--- src/hdl/csx_pkg.sv ---
// Package: shared types and constants for the ChaCha20 stream XOR block.
package csx_pkg;

    localparam int unsigned REG_IDX_W = 3;
    localparam logic [REG_IDX_W-1:0] REG_KEY0    = 3'd0;
    localparam logic [REG_IDX_W-1:0] REG_KEY1    = 3'd1;
    localparam logic [REG_IDX_W-1:0] REG_KEY2    = 3'd2;
    localparam logic [REG_IDX_W-1:0] REG_KEY3    = 3'd3;
    localparam logic [REG_IDX_W-1:0] REG_NONCE_L = 3'd4;
    localparam logic [REG_IDX_W-1:0] REG_NONCE_H = 3'd5;
    localparam logic [REG_IDX_W-1:0] REG_COUNTER = 3'd6;

    localparam logic [31:0] SIGMA0 = 32'h61707865;
    localparam logic [31:0] SIGMA1 = 32'h3320646e;
    localparam logic [31:0] SIGMA2 = 32'h79622d32;
    localparam logic [31:0] SIGMA3 = 32'h6b206574;

    localparam int unsigned DOUBLE_ROUNDS = 10;

    typedef struct packed {
        logic [7:0] data;
        logic       last;
    } t_item;

    typedef enum logic [1:0] {
        ST_IDLE,
        ST_ROUND,
        ST_FINAL,
        ST_READY
    } t_core_state;

    // Column or diagonal quarter-round word indexes, chosen by step 0..7.
    function automatic logic [15:0] qr_idx(input logic [2:0] step);
        logic [15:0] r;
        begin
            case (step)
                3'd0: r = {4'd0, 4'd4, 4'd8, 4'd12};
                3'd1: r = {4'd1, 4'd5, 4'd9, 4'd13};
                3'd2: r = {4'd2, 4'd6, 4'd10, 4'd14};
                3'd3: r = {4'd3, 4'd7, 4'd11, 4'd15};
                3'd4: r = {4'd0, 4'd5, 4'd10, 4'd15};
                3'd5: r = {4'd1, 4'd6, 4'd11, 4'd12};
                3'd6: r = {4'd2, 4'd7, 4'd8, 4'd13};
                default: r = {4'd3, 4'd4, 4'd9, 4'd14};
            endcase
            return r;
        end
    endfunction

endpackage

--- src/hdl/csx_front.sv ---
// Front: input queue that accepts words and holds them for the back part.
module csx_front #(
    parameter int unsigned DEPTH = 4
) (
    input  logic           i_clk,
    input  logic           i_rst_n,
    input  logic           i_push,
    input  csx_pkg::t_item i_item,
    output logic           o_full,
    input  logic           i_take,
    output logic           o_avail,
    output csx_pkg::t_item o_item
);
    localparam int unsigned AW = (DEPTH > 1) ? $clog2(DEPTH) : 1;

    csx_pkg::t_item r_mem [DEPTH];
    logic [AW-1:0]  r_wp, n_wp, r_rp, n_rp;
    logic [AW:0]    r_cnt, n_cnt;
    logic           w_wr, w_rd;

    assign o_full  = (r_cnt == (AW+1)'(DEPTH));
    assign o_avail = (r_cnt != '0);
    assign o_item  = r_mem[r_rp];
    assign w_wr    = i_push && !o_full;
    assign w_rd    = i_take && o_avail;

    always_comb begin
        n_wp  = w_wr ? ((r_wp == AW'(DEPTH-1)) ? '0 : r_wp + 1'b1) : r_wp;
        n_rp  = w_rd ? ((r_rp == AW'(DEPTH-1)) ? '0 : r_rp + 1'b1) : r_rp;
        n_cnt = r_cnt + (AW+1)'(w_wr) - (AW+1)'(w_rd);
    end

    always_ff @(posedge i_clk) begin
        if (!i_rst_n) begin
            r_wp  <= '0;
            r_rp  <= '0;
            r_cnt <= '0;
        end else begin
            r_wp  <= n_wp;
            r_rp  <= n_rp;
            r_cnt <= n_cnt;
        end
    end

    always_ff @(posedge i_clk) begin
        if (w_wr) begin
            r_mem[r_wp] <= i_item;
        end
    end
endmodule

--- src/hdl/csx_core.sv ---
// Back: keystream generator with one shared quarter-round unit and byte XOR.
module csx_core (
    input  logic           i_clk,
    input  logic           i_rst_n,
    input  logic           i_cfg_we,
    input  logic [2:0]     i_cfg_idx,
    input  logic [63:0]    i_cfg_data,
    input  logic           i_avail,
    input  csx_pkg::t_item i_item,
    output logic           o_take,
    output logic           o_valid,
    output csx_pkg::t_item o_item,
    input  logic           i_pop
);
    logic [255:0] r_key;
    logic [95:0]  r_nonce;
    logic [31:0]  r_ctr;
    logic [31:0]  r_w   [16];
    logic [31:0]  r_ks  [16];
    logic [5:0]   r_pos;
    logic [2:0]   r_step;
    logic [3:0]   r_dr;
    logic         r_ovalid;
    csx_pkg::t_item r_out;

    csx_pkg::t_core_state r_st, n_st;

    logic [31:0] w_init [16];
    logic [15:0] w_ix;
    logic [31:0] a0, b0, c0, d0, a1, b1, c1, d1, d2, c2, b2, a3, d3, c3, b3;
    logic [31:0] w_ksw;
    logic [7:0]  w_ksb;
    logic        w_emit;

    always_comb begin
        w_init[0]  = csx_pkg::SIGMA0;
        w_init[1]  = csx_pkg::SIGMA1;
        w_init[2]  = csx_pkg::SIGMA2;
        w_init[3]  = csx_pkg::SIGMA3;
        for (int k = 0; k < 8; k++) begin
            w_init[4+k] = r_key[32*k +: 32];
        end
        w_init[12] = r_ctr;
        w_init[13] = r_nonce[31:0];
        w_init[14] = r_nonce[63:32];
        w_init[15] = r_nonce[95:64];
    end

    assign w_ix = csx_pkg::qr_idx(r_step);

    always_comb begin
        a0 = r_w[w_ix[15:12]];
        b0 = r_w[w_ix[11:8]];
        c0 = r_w[w_ix[7:4]];
        d0 = r_w[w_ix[3:0]];
        a1 = a0 + b0;
        d1 = d0 ^ a1;  d1 = {d1[15:0], d1[31:16]};
        c1 = c0 + d1;
        b1 = b0 ^ c1;  b1 = {b1[19:0], b1[31:20]};
        a3 = a1 + b1;
        d2 = d1 ^ a3;  d3 = {d2[23:0], d2[31:24]};
        c3 = c1 + d3;
        b2 = b1 ^ c3;  b3 = {b2[24:0], b2[31:25]};
        c2 = c3;
    end

    assign w_ksw  = r_ks[r_pos[5:2]];
    assign w_ksb  = w_ksw[8*r_pos[1:0] +: 8];
    assign w_emit = (r_st == csx_pkg::ST_READY) && i_avail && (!r_ovalid || i_pop);
    assign o_take = w_emit;
    assign o_valid = r_ovalid;
    assign o_item  = r_out;

    always_comb begin
        n_st = r_st;
        case (r_st)
            csx_pkg::ST_IDLE:  if (i_avail) n_st = csx_pkg::ST_ROUND;
            csx_pkg::ST_ROUND: begin
                if (r_step == 3'd7 && r_dr == 4'(csx_pkg::DOUBLE_ROUNDS - 1)) begin
                    n_st = csx_pkg::ST_FINAL;
                end
            end
            csx_pkg::ST_FINAL: n_st = csx_pkg::ST_READY;
            csx_pkg::ST_READY: begin
                if (w_emit && (i_item.last || r_pos == 6'd63)) n_st = csx_pkg::ST_IDLE;
            end
            default: n_st = csx_pkg::ST_IDLE;
        endcase
    end

    always_ff @(posedge i_clk) begin
        if (!i_rst_n) begin
            r_st     <= csx_pkg::ST_IDLE;
            r_key    <= '0;
            r_nonce  <= '0;
            r_ctr    <= '0;
            r_pos    <= '0;
            r_step   <= '0;
            r_dr     <= '0;
            r_ovalid <= 1'b0;
        end else begin
            r_st <= n_st;
            if (r_st == csx_pkg::ST_ROUND) begin
                r_step <= r_step + 3'd1;
                if (r_step == 3'd7) r_dr <= r_dr + 4'd1;
            end else begin
                r_step <= '0;
                r_dr   <= '0;
            end
            if (r_st == csx_pkg::ST_FINAL) begin
                r_ctr <= r_ctr + 32'd1;
                r_pos <= '0;
            end
            if (w_emit) begin
                r_pos <= r_pos + 6'd1;
            end
            if (w_emit) begin
                r_ovalid <= 1'b1;
            end else if (i_pop) begin
                r_ovalid <= 1'b0;
            end
            if (i_cfg_we) begin
                case (i_cfg_idx)
                    csx_pkg::REG_KEY0:    r_key[63:0]    <= i_cfg_data;
                    csx_pkg::REG_KEY1:    r_key[127:64]  <= i_cfg_data;
                    csx_pkg::REG_KEY2:    r_key[191:128] <= i_cfg_data;
                    csx_pkg::REG_KEY3:    r_key[255:192] <= i_cfg_data;
                    csx_pkg::REG_NONCE_L: r_nonce[63:0]  <= i_cfg_data;
                    csx_pkg::REG_NONCE_H: r_nonce[95:64] <= i_cfg_data[31:0];
                    csx_pkg::REG_COUNTER: r_ctr          <= i_cfg_data[31:0];
                    default: ;
                endcase
            end
        end
    end

    always_ff @(posedge i_clk) begin
        if (r_st == csx_pkg::ST_IDLE) begin
            for (int k = 0; k < 16; k++) r_w[k] <= w_init[k];
        end else if (r_st == csx_pkg::ST_ROUND) begin
            r_w[w_ix[15:12]] <= a3;
            r_w[w_ix[11:8]]  <= b3;
            r_w[w_ix[7:4]]   <= c2;
            r_w[w_ix[3:0]]   <= d3;
        end
        if (r_st == csx_pkg::ST_FINAL) begin
            for (int k = 0; k < 16; k++) r_ks[k] <= r_w[k] + w_init[k];
        end
        if (w_emit) begin
            r_out.data <= i_item.data ^ w_ksb;
            r_out.last <= i_item.last;
        end
    end
endmodule

--- src/hdl/chacha20_stream_xor.sv ---
// Top level: ChaCha20 stream XOR with input queue and keystream back end.
//  channel | direction | handshake          | payload
//  input   | in        | push / full        | i_data_in, i_end_of_message
//  result  | out       | empty / pop        | o_data_out, o_last_out
//  config  | in        | i_cfg_we           | i_cfg_idx, i_cfg_data
// A keystream block is a load, 80 quarter rounds on one unit and an add;
// then one byte per cycle while not stalled, up to 64 bytes or end of message.
// Reset is synchronous, active low; clears control state, key, nonce and counter.
// The input queue accepts bytes while the block function runs.
module chacha20_stream_xor #(
    parameter int unsigned QUEUE_DEPTH = 4
) (
    input  logic        i_clk,
    input  logic        i_rst_n,
    input  logic        push,
    output logic        full,
    input  logic [7:0]  i_data_in,
    input  logic        i_end_of_message,
    output logic        empty,
    input  logic        pop,
    output logic [7:0]  o_data_out,
    output logic        o_last_out,
    input  logic        i_cfg_we,
    input  logic [2:0]  i_cfg_idx,
    input  logic [63:0] i_cfg_data
);
    csx_pkg::t_item w_in, w_q, w_out;
    logic w_avail, w_take, w_valid;

    assign w_in.data = i_data_in;
    assign w_in.last = i_end_of_message;

    csx_front #(.DEPTH(QUEUE_DEPTH)) u_front (
        .i_clk(i_clk), .i_rst_n(i_rst_n), .i_push(push), .i_item(w_in),
        .o_full(full), .i_take(w_take), .o_avail(w_avail), .o_item(w_q)
    );

    csx_core u_core (
        .i_clk(i_clk), .i_rst_n(i_rst_n), .i_cfg_we(i_cfg_we),
        .i_cfg_idx(i_cfg_idx), .i_cfg_data(i_cfg_data), .i_avail(w_avail),
        .i_item(w_q), .o_take(w_take), .o_valid(w_valid), .o_item(w_out),
        .i_pop(pop)
    );

    assign empty      = !w_valid;
    assign o_data_out = w_out.data;
    assign o_last_out = w_out.last;
endmodule

--- config.mk ---
export PLATFORM = sky130hd
export DESIGN_NAME = chacha20_stream_xor
export DESIGN_NICKNAME = d
export VERILOG_FILES = /design/src/hdl/csx_pkg.sv /design/src/hdl/csx_front.sv /design/src/hdl/csx_core.sv /design/src/hdl/chacha20_stream_xor.sv
export SDC_FILE = /design/constraint.sdc
export NUM_CORES = 2
export LEC_CHECK = 0
export BUFFER_PORTS_ARGS = -buffer_cell sky130_fd_sc_hd__buf_2
export CAP_MARGIN = 20
export CORE_UTILIZATION = 40
export CTS_BUF_LIST = sky130_fd_sc_hd__clkbuf_16
export CTS_CLUSTER_DIAMETER = 80
export CTS_CLUSTER_SIZE = 28
export DETAILED_ROUTE_END_ITERATION = 7
export PLACE_DENSITY_LB_ADDON = 0.12
export SETUP_SLACK_MARGIN = 0.05
export SLEW_MARGIN = 5
export SYNTH_ARGS = -nofsm -noshare
export SYNTH_HDL_FRONTEND = slang
export SYNTH_SLANG_ARGS = --single-unit
--- constraint.sdc ---
create_clock -name i_clk -period 19.58 [get_ports i_clk]
set_input_delay 4.895 -clock i_clk [delete_from_list [all_inputs] [get_ports i_clk]]
set_output_delay 4.895 -clock i_clk [all_outputs]
set_load 0.02 [all_outputs]
==> out/results.tsv <==
stage	metric	value	unit
clock_network	cts_tree	done	
die	io_pins	92	
yosys	synth_edf_count	1069	
detailed_routing	drc	0	
critical_path	critPathKind	reg2reg	
critical_path	worst-path-buf-inv	7	
critical_path	critPathLaunchType	flip-flop	
placed_design	port_buffers	91	
layout	layoutNonFillerInstCount	11090	
global_routing	grt_overflow	0	
clock_network	insertion_delay	850	ps
critical_path	end_kind	flip-flop	
clock_network	cts_max_level	3	
clock_network	cts.sinks	1482	
critical_path	worstPathArrival	19090	ps
timing	slew_violations	0	
yosys	yosys-top-cells-area	edfxtp_1 (38%), dfxtp_1 (9.7%), ha_1 (7.5%)	
yosys	synth_ff_type	edfxtp_1	
layout	layout-drive-gt1-share	10.77	%
die	die_w	463.5	um
timing	timing.setup.tns	0	ps
critical_path	slowest_stage	xnor2_1	
die	core-area	211900	um^2
yosys	synth.distinct_cells	103	
yosys	synthArstFlopShare	0	%
critical_path	slowest_delay	600	ps
die	dieArea	214900	um^2
critical_path	critPathRequiredTime	20140	ps
timing	fin_skew	63.16	ps
layout	final_nets	8755	
timing	tightest_slew	1313	ps
timing	fmax	0.05397	GHz
timing	rsz0062_at_grt	no	
clock_network	path_clk_slew	100	ps
timing	finalSetupViolations	0	
yosys	yosysTopAreaCellShare	37.68	%
yosys	synth_seq_cells	1482	
timing	fin_crit_sh	94.63	%
placed_design	dpl.hpwl	263700	um
global_routing	grt_pass1_wl	472200	um
layout	area_delta_synth_final	9.826	%
placed_design	placed_cells	10850	
yosys	yosys.area.top_type	edfxtp_1	
timing	finalHoldViolations	0	
global_routing	antenna_found_initial	65	
global_routing	grt_pass1_vias	61250	
placed_design	finalWeightedCongestion	1.004	
detailed_routing	post_drt_wl_per_cell	30.63	um
timing	fin_crit	18530	ps
yosys	ys_seq_area_share	47.38	%
clock_network	cts_buffers	105	
die	die_h	463.5	um
clock_network	cts_hold_buf	0	
yosys	ys_warn_count	0	
detailed_routing	vias_per_cell	5.835	
critical_path	worst-path-max-fanout	36	
yosys	synthesis.nets	8714	
detailed_routing	dr_total_vias	64710	
timing	whs	483.6	ps
run	max_cap_violations	0	
timing	slew_headroom	12.17	%
clock_network	cts.root.buffer_cell	clkbuf_16	
clock_network	cts_buffer_depth	3	
die	rows	169	
global_routing	grt.total_usage	31.11	%
die	floorplan.initialDensity	40.21	%
hold_path	hold_path.class	reg2reg	
global_routing	grt_max_degree	100	
detailed_routing	wirelength	339700	um
critical_path	cp_top_family	compound AO/OA/AOI/OAI gates	
critical_path	cpMostUsedCell	a21oi_1	
yosys	syn_area	85200	um^2
outcome	run_status	complete, no violations	
layout	utilization	44.17	%
detailed_routing	drt_iter0_markers	7305	
detailed_routing	drtPass1Iterations	5	
detailed_routing	ant_nets	0	
yosys	syn_inst	8103	
yosys	avgSynthCellArea	10.52	um^2
[final timing paths]
kind,endpoint,slack (ps),start,cells past startpoint
worst max-delay path,u_core.r_w[5][3],1050,u_core.r_step[0],74
worst min-delay path,u_core.r_key[195],480,u_core.r_key[195],2
worst max register to register,u_core.r_w[5][3],1050,u_core.r_step[0],74
worst min register to register,u_core.r_key[195],480,u_core.r_key[195],2
[sequential cells by signal, indices dropped and copies added, names as in the netlist, named ones only]
signal          cells
u_core.r_step       3
u_front.r_wp        2
u_front.r_cnt       3
u_core.r_ctr       32
u_core.r_pos        6
u_core.r_key      256
u_core.o_item       9
u_front.r_mem      36
u_core.r_nonce     96
u_core.r_dr         4
u_core.r_ks       512
u_core.r_st         2
u_front.r_rp        2
u_core.o_valid      1
u_core.r_w        512
[stage by stage]
step	instance area [um^2]	setup slack [ps]
after detailed placement	89440	1017
after floorplan	85200	3070
final	93580	1052
after global routing	93550	76.38
after CTS	93440	918.7
after global placement	89360	1266
[tightest hold or removal path, stage by stage, from the launching register on]
cell and delay, ps:
dfxtp_1 330, nand2_1 60, a21oi_1 50
[kinds of logic after synthesis]
kind of cell	share of synthesized area, %
compound gates	13.95
mux	7.818
xor+xnor	7.178
flops	47.38
simple gates	12.78
buf+inv	2.933
fa+ha+maj	7.969
[repair_timing]
item	4_1_cts	5_1_grt
gates resized for setup	0	4
endpoints found under the setup margin	0	11
setup buffers	0	0
[per-layer routing]
layer  vias to the layer above  global-route usage [%]  routed length (um)
met5                         -                       0                 100
met4                        16                   10.20               11070
met1                     32540                   43.95              149400
met2                      2472                   49.08              154200
met3                       380                   4.185               24940
li1                      29300                       -                   -
[placed cells by master, fill, tap and decap left out, types with 110 or more instances in the layout]
cell type and count:
mux4_2 243, edfxtp_1 1069, a21boi_0 394, xor2_1 215
nand2_1 1441, ha_1 511, dfxtp_1 407, buf_4 164
xnor2_1 457, nor2_1 467, a21oi_1 358, o21ai_0 585
inv_1 336, nor3_1 121, clkbuf_16 110
[synth_stat cells, types with 9 or more instances]
library cell and count:
mux4_2 243, clkbuf_1 291, or3_1 49, a2111oi_0 9, nand4_1 25, a21boi_0 394, and3_1 54, o211a_1 37
o221ai_1 9, o221a_2 29, nand3_1 114, inv_1 334, fa_1 17, a31oi_1 36, a21oi_1 360, mux2_2 54
xnor2_1 459, nand2b_1 78, edfxtp_1 1069, o211ai_1 22, buf_1 25, nand2_1 1447, nor2_1 470, and2_1 46
or2_2 14, a41oi_1 9, nand3b_1 13, ha_1 513, a211o_1 10, a21o_1 103, o21bai_1 39, mux2i_1 55
o41a_1 9, dfxtp_1 413, a211oi_1 18, o21a_1 43, nor2b_1 64, o22ai_1 24, nor3_1 123, o21ai_1 26
o21ai_0 585, xor2_1 215, a31o_2 13
[final cells by class]
class                           instances  area (um^2)
Antenna cell                           32        80.08
Clock buffer                          110         2753
Clock inverter                         90         1249
Fill cell                           20120       118300
Inverter                              336         1261
Multi-Input combinational cell       5961        42580
Sequential cell                      1482        40380
Tap cell                             2821         3530
Timing Repair Buffer                  258         1739
Power is left out: the tool's default activity adds up to more than one toggle a clock period on the data nets, which glitch-free logic cannot reach.
